$ cat src/hdl/a2d_rndsat.sv
module a2d_rndsat #(
  parameter int IN_W  = 67,
  parameter int SHIFT = 16,
  parameter int OUT_W = 32
) (
  input  logic signed [IN_W-1:0]  din,
  output logic signed [OUT_W-1:0] dout
);
  localparam logic signed [IN_W-1:0] HALF = IN_W'(1) <<< (SHIFT-1);
  localparam logic signed [IN_W-1:0] VMAX = IN_W'((64'sd1 <<< (OUT_W-1)) - 1);
  localparam logic signed [IN_W-1:0] VMIN = -VMAX - IN_W'(1);

  logic signed [IN_W:0] sum;
  logic signed [IN_W:0] shf;

  always_comb begin
    sum = (IN_W+1)'(din) + (IN_W+1)'(HALF);
    shf = sum >>> SHIFT;
    if (shf > (IN_W+1)'(VMAX)) begin
      dout = VMAX[OUT_W-1:0];
    end else if (shf < (IN_W+1)'(VMIN)) begin
      dout = VMIN[OUT_W-1:0];
    end else begin
      dout = shf[OUT_W-1:0];
    end
  end

endmodule

$ cat config.mk
export PLATFORM = sky130hd
export DESIGN_NAME = a2d_rndsat
export DESIGN_NICKNAME = d
export VERILOG_FILES = /design/src/hdl/a2d_rndsat.sv
export SDC_FILE = /design/constraint.sdc
export NUM_CORES = 1
export LEC_CHECK = 0
export ABC_AREA = 1
export CORE_ASPECT_RATIO = 0.8
export CORE_MARGIN = 2
export CORE_UTILIZATION = 45
export DETAILED_ROUTE_END_ITERATION = 16
export DONT_BUFFER_PORTS = 1
export PLACE_DENSITY_LB_ADDON = 0.3
export SYNTH_ARGS = -nofsm -noshare
export SYNTH_HDL_FRONTEND = slang
export SYNTH_SLANG_ARGS = --single-unit
export TNS_END_PERCENT = 5
$ cat constraint.sdc
create_clock -name vclk -period 5.98
set_input_delay 1.196 -clock vclk [all_inputs]
set_output_delay 1.196 -clock vclk [all_outputs]
set_load 0.05 [all_outputs]
Word-level counts from Yosys, hierarchy flattened
Cells that the tools add are included.
{ "totals": {"register_bits": 0, "output_inout_bits": 32, "wordCells": 5} }
{ "classes": {"n_addsub": 1, "n_lt_le_gt_ge": 2, "n_mux": 2} }
{ "ops": {"columns": ["operator", "count"], "rows": [
  ["$add 67x17->68 const B", 1],
  ["$mux 32", 2],
  ["$gt 52x32->1 const B", 1],
  ["$lt 52x32->1 const B", 1]
]} }

Longest topological paths before layout
Gate-level depths: netlist of run 1.
{ "logic_depth": {"depth_word": 4, "mapped_depth": 17, "ltp_nobuf": 16} }

Worst setup path after synthesis of run 1
Ideal clock, no wire load.
{ "synth_timing": {"path_type": "input -> output", "start": "in din[15]", "end": "out dout[10]", "arrival_time_ns": 3.115, "setup_slack_ns": 1.669, "cell_stages": 13, "cell_sequence": "ha_1 > nand3_2 > nor2_4 > nand3_2 > nor2_4 > a31oi_4 > a21oi_1 > nand2_1 > nor2_2 > nand3_2 > nand2_4 > buf_6 > nand2_1"} }
{ "synth_between": {"elab_chain_cells": 4, "word_cells_on_any_way": 5} }
{ "synth_rtl": {"columns": ["element", "line", "text"], "rows": [
  ["start: declaration", "6", "input logic signed [IN_W-1:0] din,"],
  ["$add 67x17->68 *", "17", "sum = (IN_W+1)'(din) + (IN_W+1)'(HALF);"],
  ["$lt 52x32->1", "21", "end else if (shf < (IN_W+1)'(VMIN)) begin"],
  ["$mux 32", "21", null],
  ["$mux 32 *", "19", "if (shf > (IN_W+1)'(VMAX)) begin"],
  ["end: declaration", "7", "output logic signed [OUT_W-1:0] dout"]
]} }
Mark *: on every way between the ends. The rest lies on a longest branch, timed or not.

Worst setup path after layout of run 1
{ "layout_timing": {"start": "in din[15]", "end": "out dout[2]"} }
The elaborated chain is that of the path after synthesis.

==> out/results.tsv, run 1 <==
stage	metric	value	unit
final_layout	layout overhead on the synthesized area	-0.801	%
detailed_routing	via/cell ratio	5.24	
clocking	CTS Hold Buffers Added	0	
floorplan	standard-cell rows	23	
worst_setup_path	maximum fanout along the worst path	31	
run_status	run status	completed	
sta	pins over their slew limit	0	
floorplan	I/O Pins	99	
global_route	met2 global-route usage	40.6	%
global_route	global-route track usage on met1	35.7	%
power	Peak VDD IR	0.0426	mV
sta	slack of the critical path	1.17	ns
global_route	GR met3 Demand/Resource	6.19	%
sta	sum of negative setup slack	0	ns
power	power density over the cells	57.1	nW/um^2
global_route	most heavily used metal layer in global routing	met2	
logic_synthesis	Cell Area, Synth	2340	sq um
global_route	via count of the first global-routing pass	2420	
detailed_routing	DRC errors left	0	
power	Static Leakage	1.03	nW
worst_setup_path	type of the worst setup path	input pin to output pin	
worst_setup_path	data arrival time of the critical path	3.61	ns
sta	pin slew with the least headroom to its limit	0.522	ns
worst_setup_path	startpoint kind of the worst setup timing path	input pin	
place	placement-stage worst setup slack	1.16	ns
logic_synthesis	sequential area share after synthesis	0	%
global_route	global-route wire length before repair	11600	um
place	port buffer count	0	
sta	crit path time final	4.81	ns
floorplan	Horiz. Die Dim	84.7	um
final_layout	clock buffers	0	
place	post-DP HPWL	6440	um
sta	setup repair after global routing missed its margin	false	
final_layout	NumNets Final	515	
detailed_routing	DRT Pass-1 Iters	5	
detailed_routing	Detail Route Antenna Nets	0	
detailed_routing	wire length reported by the detailed router	7160	um
final_layout	register area	0	sq um
global_route	overall overflow remaining after global route	0	
power	total power	0.133	mW
sta	maximum clock rate	208	MHz
place	total placed cells including tap cells	507	
floorplan	starting utilization of the core area	46.8	%
logic_synthesis	number of instances in the synthesized netlist	451	
floorplan	DIE AREA	5800	sq um
detailed_routing	DR vias	2659	
global_route	gr usage total	25.1	%
final_layout	utilization after layout	46.4	%
final_layout	FFs & Latches	0	
place	total cell area at the placement stage	2320	sq um
sta	final hold violation count	0	
logic_synthesis	Unique masters post-synth	25	
global_route	initial antenna violation count	0	
logic_synthesis	Yosys Warn Count	0	
detailed_routing	average routed wire per standard cell	14.1	um
clocking	Gates resized, CTS repair	0	
min_path	class of the tightest hold or removal check	input pin to output pin	
final_layout	number of diodes added for antenna fixing	0	
place	final weighted congestion in routability-driven placement	0.969	
worst_setup_path	CP Capture Type	output pin	
floorplan	Die Y-Extent	68.5	um
sta	worst hold margin	2.59	ns
run	max capacitance violation total	0	
final_layout	final cell count without fillers	507	
final_layout	share of layout cells above drive strength 1	19.3	%
detailed_routing	initial drt markers	197	
floorplan	core area	5010	sq um
final_layout	Post-Layout Inst Area	2320	sq um
clocking	buffers inserted during post-CTS setup optimization	0	
sta	Relative slew margins	65.2	%
sta	final cycle utilization of the critical path	80.4	%
logic_synthesis	average footprint of a synthesized cell	5.20	sq um
global_route	largest net degree at the start of global routing	32	
worst_setup_path	critical path required time	4.78	ns
sta	setup violators final	0	
logic_synthesis	Synth Net Count	519	
==> metal layers <==
metal / up-vias / wire [um]
li1: 1383 / -
met1: 1171 / 3370
met2: 103 / 2930
met3: 2 / 839
met4: 0 / 21
met5: - / 0
==> area by class of cell <==
cell class	count	area, sq um
fill	597	2680
inverter	40	150
multi-input combinational	405	2100
tap	62	77.6
==> critical path, stage by stage <==
cell	delay (ns)
sky130_fd_sc_hd__ha_1	0.22
sky130_fd_sc_hd__nand3_2	0.18
sky130_fd_sc_hd__nor2_4	0.20
sky130_fd_sc_hd__nand3_2	0.14
sky130_fd_sc_hd__nor2_4	0.20
sky130_fd_sc_hd__a31oi_4	0.26
sky130_fd_sc_hd__a21oi_1	0.18
sky130_fd_sc_hd__nand2_1	0.07
sky130_fd_sc_hd__nor2_2	0.10
sky130_fd_sc_hd__nand3_2	0.09
sky130_fd_sc_hd__nand2_4	0.33
sky130_fd_sc_hd__nand2_1	0.41
==> cells in the mapped netlist <==
cell / number / area, sq um
sky130_fd_sc_hd__inv_2: 1 / 3.75
sky130_fd_sc_hd__nand2_1: 162 / 608
sky130_fd_sc_hd__a21oi_1: 1 / 5.00
sky130_fd_sc_hd__nor2_8: 1 / 20.0
sky130_fd_sc_hd__nor3_1: 2 / 10.0
sky130_fd_sc_hd__o21bai_1: 1 / 7.51
sky130_fd_sc_hd__nor2_4: 7 / 78.8
sky130_fd_sc_hd__inv_1: 39 / 146
sky130_fd_sc_hd__xor2_1: 18 / 158
sky130_fd_sc_hd__nand2_2: 48 / 300
sky130_fd_sc_hd__and2_1: 1 / 6.26
sky130_fd_sc_hd__nor2_1: 83 / 312
sky130_fd_sc_hd__buf_8: 3 / 45.0
sky130_fd_sc_hd__nor2_2: 14 / 87.6
sky130_fd_sc_hd__o21ai_2: 1 / 8.76
sky130_fd_sc_hd__buf_12: 2 / 40.0
sky130_fd_sc_hd__nand4_1: 15 / 93.8
sky130_fd_sc_hd__nand2_4: 5 / 56.3
sky130_fd_sc_hd__a31oi_4: 1 / 21.3
sky130_fd_sc_hd__nand3_1: 23 / 115
sky130_fd_sc_hd__o21bai_2: 2 / 22.5
sky130_fd_sc_hd__ha_1: 1 / 12.5
sky130_fd_sc_hd__xnor2_1: 13 / 114
sky130_fd_sc_hd__nand3_2: 6 / 60.1
sky130_fd_sc_hd__buf_6: 1 / 11.3
==> power by group <==
group,internal [mW],switching (mW)
Combinational,0.0298,0.103
Sequential,0,0
Clock,0,0
==> layout by cell type (no fill, tap or decap), drive strengths merged <==
| cell | synthesis | layout |
|---|---|---|
| o21bai | 3 | 3 |
| a31oi | 1 | 1 |
| and2 | 1 | 1 |
| ha | 1 | 1 |
| a21oi | 1 | 1 |
| nand2 | 215 | 215 |
| nand4 | 15 | 15 |
| inv | 40 | 40 |
| nand3 | 29 | 29 |
| nor2 | 105 | 105 |
| xnor2 | 13 | 13 |
| xor2 | 18 | 18 |
| nor3 | 2 | 2 |
| o21ai | 1 | 1 |
==> worst paths after layout <==
| kind | endpoint | slack (ns) | cells after the start | start |
|---|---|---|---|---|
| max | dout[2] | 1.17 | 12 | din[15] |
| min | dout[31] | 2.59 | 2 | din[66] |
==> kinds of logic (layout without fill, tap and decap cells) <==
family	Yosys count	after routing	share of synthesized area (%)
buffers and inverters	46	40	10.5
adder cells (fa/ha/maj)	1	1	0.534
AO/OA/AOI/OAI	6	6	2.78
XOR/XNOR	31	31	11.6
AND/OR/NAND/NOR	367	367	74.6
(Power assumes the default switching activity.)
==> run 2: changes to the inputs <==
==> constraint.sdc (replaced) <==
create_clock -name vclk -period 4.43
set_input_delay 0.886 -clock vclk [all_inputs]
set_output_delay 0.886 -clock vclk [all_outputs]
set_load 0.05 [all_outputs]
==> out/results.tsv, run 2 (same netlist as run 1, synthesis figures left out) <==
stage	metric	value	unit	change
global_route	via count of the first global-routing pass	2321		was 2420
floorplan	core area	5010	sq um	unchanged
clocking	Gates resized, CTS repair	0		unchanged
place	post-DP HPWL	6470	um	was 6440 um
sta	maximum clock rate	242	MHz	
sta	final cycle utilization of the critical path	93.4	%	
detailed_routing	average routed wire per standard cell	14.2	um	was 14.1 um
clocking	buffers inserted during post-CTS setup optimization	0		unchanged
sta	pin slew with the least headroom to its limit	0.500	ns	was 0.522 ns
detailed_routing	DRT Pass-1 Iters	5		unchanged
final_layout	clock buffers	0		unchanged
floorplan	DIE AREA	5800	sq um	unchanged
sta	pins over their slew limit	0		unchanged
detailed_routing	initial drt markers	170		was 197
final_layout	count of filler cells inserted in the layout	571		was 597
worst_setup_path	critical path required time	3.54	ns	was 4.78 ns
final_layout	register area	0	sq um	unchanged
run	max capacitance violation total	0		unchanged
worst_setup_path	critical path depth	14		was 12
detailed_routing	via/cell ratio	5.28		was 5.24
worst_setup_path	cell seen most often among critical-path stages	sky130_fd_sc_hd__nand2_1		was sky130_fd_sc_hd__nand3_2
floorplan	I/O Pins	99		unchanged
sta	setup repair after global routing missed its margin	false		unchanged
final_layout	share of layout cells above drive strength 1	19.7	%	was 19.3%
worst_setup_path	type of the worst setup path	input pin to output pin		unchanged
final_layout	leading cell types in the layout, fill and taps excluded	sky130_fd_sc_hd__nand2_1, sky130_fd_sc_hd__nor2_1, sky130_fd_sc_hd__nand2_2, sky130_fd_sc_hd__inv_1, sky130_fd_sc_hd__nand3_1		unchanged
sta	sum of negative setup slack	0	ns	unchanged
worst_setup_path	cell type of the slowest stage on the worst timing path	sky130_fd_sc_hd__nand2_1		unchanged
sta	setup violators final	0		unchanged
worst_setup_path	kind of cell adding the most delay to the critical path	simple AND/OR/NAND/NOR gates		unchanged
worst_setup_path	cell-by-cell trace of the critical path	ha_1, nand3_2, nor2_4, nand3_2, nor2_1, nand3_1, nand2_1, nand2_1, nor2_1, nand2_1, nor2_2, nand3_2, nand2_4, nand2_1		was ha_1, nand3_2, nor2_4, nand3_2, nor2_4, a31oi_4, a21oi_1, nand2_1, nor2_2, nand3_2, nand2_4, nand2_1
final_layout	most frequent standard cell in the layout excluding fill and tap cells	sky130_fd_sc_hd__nand2_1		unchanged
global_route	initial antenna violation count	0		unchanged
worst_setup_path	CP Capture Type	output pin		unchanged
detailed_routing	wire length reported by the detailed router	7210	um	was 7160 um
clocking	CTS Hold Buffers Added	0		unchanged
final_layout	utilization after layout	46.7	%	was 46.4%
place	port buffer count	0		unchanged
final_layout	NumNets Final	517		was 515
power	Peak VDD IR	0.0575	mV	was 0.0426 mV
sta	worst hold margin	2.06	ns	was 2.59 ns
floorplan	Horiz. Die Dim	84.7	um	unchanged
final_layout	number of diodes added for antenna fixing	0		unchanged
worst_setup_path	maximum fanout along the worst path	28		was 31
detailed_routing	DRC errors left	0		unchanged
global_route	overall overflow remaining after global route	0		unchanged
place	final weighted congestion in routability-driven placement	0.996		was 0.969
floorplan	standard-cell rows	23		unchanged
worst_setup_path	startpoint kind of the worst setup timing path	input pin		unchanged
global_route	gr usage total	24.3	%	was 25.1%
floorplan	Die Y-Extent	68.5	um	unchanged
min_path	class of the tightest hold or removal check	input pin to output pin		unchanged
worst_setup_path	Setup crit end	dout[0]		was dout[2]
run_status	run status	completed		unchanged
worst_setup_path	delay of the slowest critical-path stage	0.40	ns	was 0.41 ns
worst_setup_path	startpoint of the worst setup timing path	din[15]		unchanged
sta	Relative slew margins	66.5	%	was 65.2%
sta	crit path time final	4.14	ns	
power	Static Leakage	1.04	nW	was 1.03 nW
power	total power	0.181	mW	was 0.133 mW
detailed_routing	Detail Route Antenna Nets	0		unchanged
sta	slack of the critical path	0.291	ns	was 1.17 ns
place	placement-stage worst setup slack	0.320	ns	was 1.16 ns
final_layout	area of combinational cells with multiple inputs	2100	sq um	unchanged
sta	final hold violation count	0		unchanged
global_route	largest net degree at the start of global routing	32		unchanged
worst_setup_path	data arrival time of the critical path	3.25	ns	was 3.61 ns
global_route	global-route wire length before repair	11200	um	was 11600 um
power	power density over the cells	77.5	nW/um^2	was 57.1 nW/um^2
floorplan	starting utilization of the core area	46.8	%	unchanged
final_layout	FFs & Latches	0		unchanged
final_layout	layout overhead on the synthesized area	-0.160	%	was -0.801%
detailed_routing	DR vias	2686		was 2659
worst_setup_path	Worst Path Buf+Inv	0		unchanged
-- run 2: cell types whose count changed in the layout (fill, tap and decap cells not counted), sizes merged --
cell,before,now
buf,0,2
-- run 2: worst min path at each step --
stage | startpoint | cells after the start | to | slack (ns)
floorplan | din[66] | 2 | dout[31] | 1.96
global placement | din[37] | 3 | dout[21] | 2.06
detailed placement | din[37] | 3 | dout[21] | 2.06
CTS | din[37] | 3 | dout[21] | 2.06
global route | din[35] | 3 | dout[19] | 2.08
finish | din[37] | 3 | dout[21] | 2.06
-- run 2: area by class of cell --
cell class	instances	share of cell area (%)
Multi-Input combinational cell	405	89.6
Inverter	40	6.42
Tap cell	62	3.32
Timing Repair Buffer	2	0.642
-- run 2: routing by layer --
| layer | GRT usage (%) | vias to the layer above | wire (um) |
|---|---|---|---|
| met1 | 35.1 | 1183 | 3370 |
| met5 | 0 | - | 0 |
| met4 | 0.198 | 0 | 6 |
| met2 | 38.0 | 120 | 2960 |
| li1 | - | 1381 | - |
| met3 | 7.38 | 2 | 880 |
-- run 2: worst min-delay path: cells and delay by family --
kind / cells / cell delay [ns]
simple gates: 2 / 0.23
xor+xnor: 1 / 0.05
-- run 2: per-stage QoR --
| stage | area [sq um] | std cells |
|---|---|---|
| final | 2340 | 509 |
| after global placement | 2340 | 509 |
| after CTS | 2340 | 509 |
| after global routing | 2340 | 509 |
| after detailed placement | 2340 | 509 |
| after floorplan | 2340 | 451 |
-- run 2: power breakdown --
| group | internal [mW] | switching (mW) |
|---|---|---|
| registers | 0 | 0 |
| clock network | 0 | 0 |
| logic | 0.0414 | 0.140 |
==> run 3: changes to the inputs <==
--- a/config.mk
+++ b/config.mk
@@ -6,12 +6,14 @@
 export NUM_CORES = 1
 export LEC_CHECK = 0
 export ABC_AREA = 1
+export CELL_PAD_IN_SITES_DETAIL_PLACEMENT = 0
+export CELL_PAD_IN_SITES_GLOBAL_PLACEMENT = 2
 export CORE_ASPECT_RATIO = 0.8
 export CORE_MARGIN = 2
-export CORE_UTILIZATION = 45
+export CORE_UTILIZATION = 31
 export DETAILED_ROUTE_END_ITERATION = 16
 export DONT_BUFFER_PORTS = 1
-export PLACE_DENSITY_LB_ADDON = 0.3
+export PLACE_DENSITY = 0.95
 export SYNTH_ARGS = -nofsm -noshare
 export SYNTH_HDL_FRONTEND = slang
 export SYNTH_SLANG_ARGS = --single-unit
==> out/results.tsv, run 3 (same netlist as run 1, synthesis figures left out) <==
stage	metric	value	unit	change
sta	pins over their slew limit	0		unchanged
worst_setup_path	startpoint kind of the worst setup timing path	input pin		unchanged
sta	slack of the critical path	0.327	ns	was 0.291 ns
floorplan	DIE AREA	8280	sq um	was 5800 sq um
floorplan	I/O Pins	99		unchanged
place	final weighted congestion in routability-driven placement	0.904		was 0.996
power	Peak VDD IR	0.0458	mV	was 0.0575 mV
clocking	CTS Hold Buffers Added	0		unchanged
worst_setup_path	CP Capture Type	output pin		unchanged
global_route	global-route wire length before repair	12300	um	was 11200 um
global_route	largest net degree at the start of global routing	32		unchanged
detailed_routing	DRT Pass-1 Iters	5		unchanged
min_path	class of the tightest hold or removal check	input pin to output pin		unchanged
final_layout	number of diodes added for antenna fixing	0		unchanged
sta	worst hold margin	2.06	ns	about the same
place	total placed cells including tap cells	549		was 509
worst_setup_path	cell seen most often among critical-path stages	sky130_fd_sc_hd__nand2_1		unchanged
place	port buffer count	0		unchanged
detailed_routing	Detail Route Antenna Nets	0		unchanged
detailed_routing	wire length reported by the detailed router	8050	um	was 7210 um
sta	crit path time final	4.10	ns	was 4.14 ns
global_route	via count of the first global-routing pass	2357		was 2321
sta	Relative slew margins	71.4	%	was 66.5%
worst_setup_path	cell type of the slowest stage on the worst timing path	sky130_fd_sc_hd__nand2_4		was sky130_fd_sc_hd__nand2_1
final_layout	most frequent standard cell in the layout excluding fill and tap cells	sky130_fd_sc_hd__nand2_1		unchanged
sta	sum of negative setup slack	0	ns	unchanged
detailed_routing	via/cell ratio	5.02		was 5.28
place	placement-stage worst setup slack	0.316	ns	was 0.320 ns
sta	setup violators final	0		unchanged
sta	final hold violation count	0		unchanged
run_status	run status	completed		unchanged
detailed_routing	DR vias	2756		was 2686
detailed_routing	initial drt markers	155		was 170
worst_setup_path	Worst Path Buf+Inv	1		was 0
final_layout	share of layout cells above drive strength 1	21.8	%	was 19.7%
worst_setup_path	delay of the slowest critical-path stage	0.35	ns	was 0.40 ns
floorplan	Horiz. Die Dim	101	um	was 84.7 um
sta	pin slew with the least headroom to its limit	0.427	ns	was 0.500 ns
worst_setup_path	maximum fanout along the worst path	31		was 28
detailed_routing	average routed wire per standard cell	14.7	um	was 14.2 um
floorplan	standard-cell rows	28		was 23
floorplan	starting utilization of the core area	31.9	%	was 46.8%
final_layout	FFs & Latches	0		unchanged
final_layout	NumNets Final	529		was 517
final_layout	clock buffers	0		unchanged
sta	maximum clock rate	244	MHz	was 242 MHz
global_route	initial antenna violation count	0		unchanged
sta	setup repair after global routing missed its margin	false		unchanged
detailed_routing	DRC errors left	0		unchanged
sta	final cycle utilization of the critical path	92.6	%	was 93.4%
worst_setup_path	kind of cell adding the most delay to the critical path	simple AND/OR/NAND/NOR gates		unchanged
global_route	gr usage total	19.0	%	was 24.3%
place	post-DP HPWL	7350	um	was 6470 um
final_layout	leading cell types in the layout, fill and taps excluded	sky130_fd_sc_hd__nand2_1, sky130_fd_sc_hd__nor2_1, sky130_fd_sc_hd__nand2_2, sky130_fd_sc_hd__inv_1, sky130_fd_sc_hd__nand3_1		unchanged
final_layout	register area	0	sq um	unchanged
final_layout	layout overhead on the synthesized area	5.18	%	was -0.160%
worst_setup_path	data arrival time of the critical path	3.22	ns	was 3.25 ns
floorplan	Die Y-Extent	81.8	um	was 68.5 um
clocking	buffers inserted during post-CTS setup optimization	0		unchanged
power	power density over the cells	78.3	nW/um^2	was 77.5 nW/um^2
worst_setup_path	cell-by-cell trace of the critical path	ha_1, nand3_2, nor2_4, nand3_2, nor2_1, nand3_1, nand2_1, nand2_1, nor2_1, nand2_1, nor2_2, nand3_2, nand2_4, nand2_1, buf_4		was ha_1, nand3_2, nor2_4, nand3_2, nor2_1, nand3_1, nand2_1, nand2_1, nor2_1, nand2_1, nor2_2, nand3_2, nand2_4, nand2_1
floorplan	core area	7360	sq um	was 5010 sq um
power	Static Leakage	1.09	nW	was 1.04 nW
global_route	overall overflow remaining after global route	0		unchanged
final_layout	final cell count without fillers	549		was 509
worst_setup_path	critical path required time	3.54	ns	about the same
clocking	Gates resized, CTS repair	0		unchanged
final_layout	utilization after layout	33.5	%	was 46.7%
run	max capacitance violation total	0		unchanged
worst_setup_path	type of the worst setup path	input pin to output pin		unchanged
[run 3: layout make-up]
class / instances / area [sq um]
tap: 90 / 113
timing repair buffer: 14 / 105
inverter: 40 / 150
multi-input combinational: 405 / 2100
fill: 903 / 4890
[run 3: worst paths after layout]
check	cells after the start	startpoint	slack, ns	end
min	3	din[33]	2.06	dout[17]
max	15	din[15]	0.33	dout[0]
[run 3: power breakdown]
| part | internal (mW) | leakage (nW) | switching (mW) |
|---|---|---|---|
| combinational | 0.0506 | 1.09 | 0.142 |
| clock | 0 | 0 | 0 |
| sequential | 0 | 0 | 0 |
[run 3: per-layer routing]
metal	track usage (%)	vias to the layer above	share of wire (%)
li1	-	1413	-
met1	27.2	1247	48
met2	31.3	96	43
met3	3.74	0	9.7
met4	0	0	0
met5	0	-	0
[run 3: stage by stage]
stage	instance area, sq um	power [mW]
2_1_floorplan	2340	0.174
4_1_cts	2460	0.194
6_report	2460	0.193
3_5_place_dp	2460	0.194
5_1_grt	2460	0.209
3_3_place_gp	2460	0.192
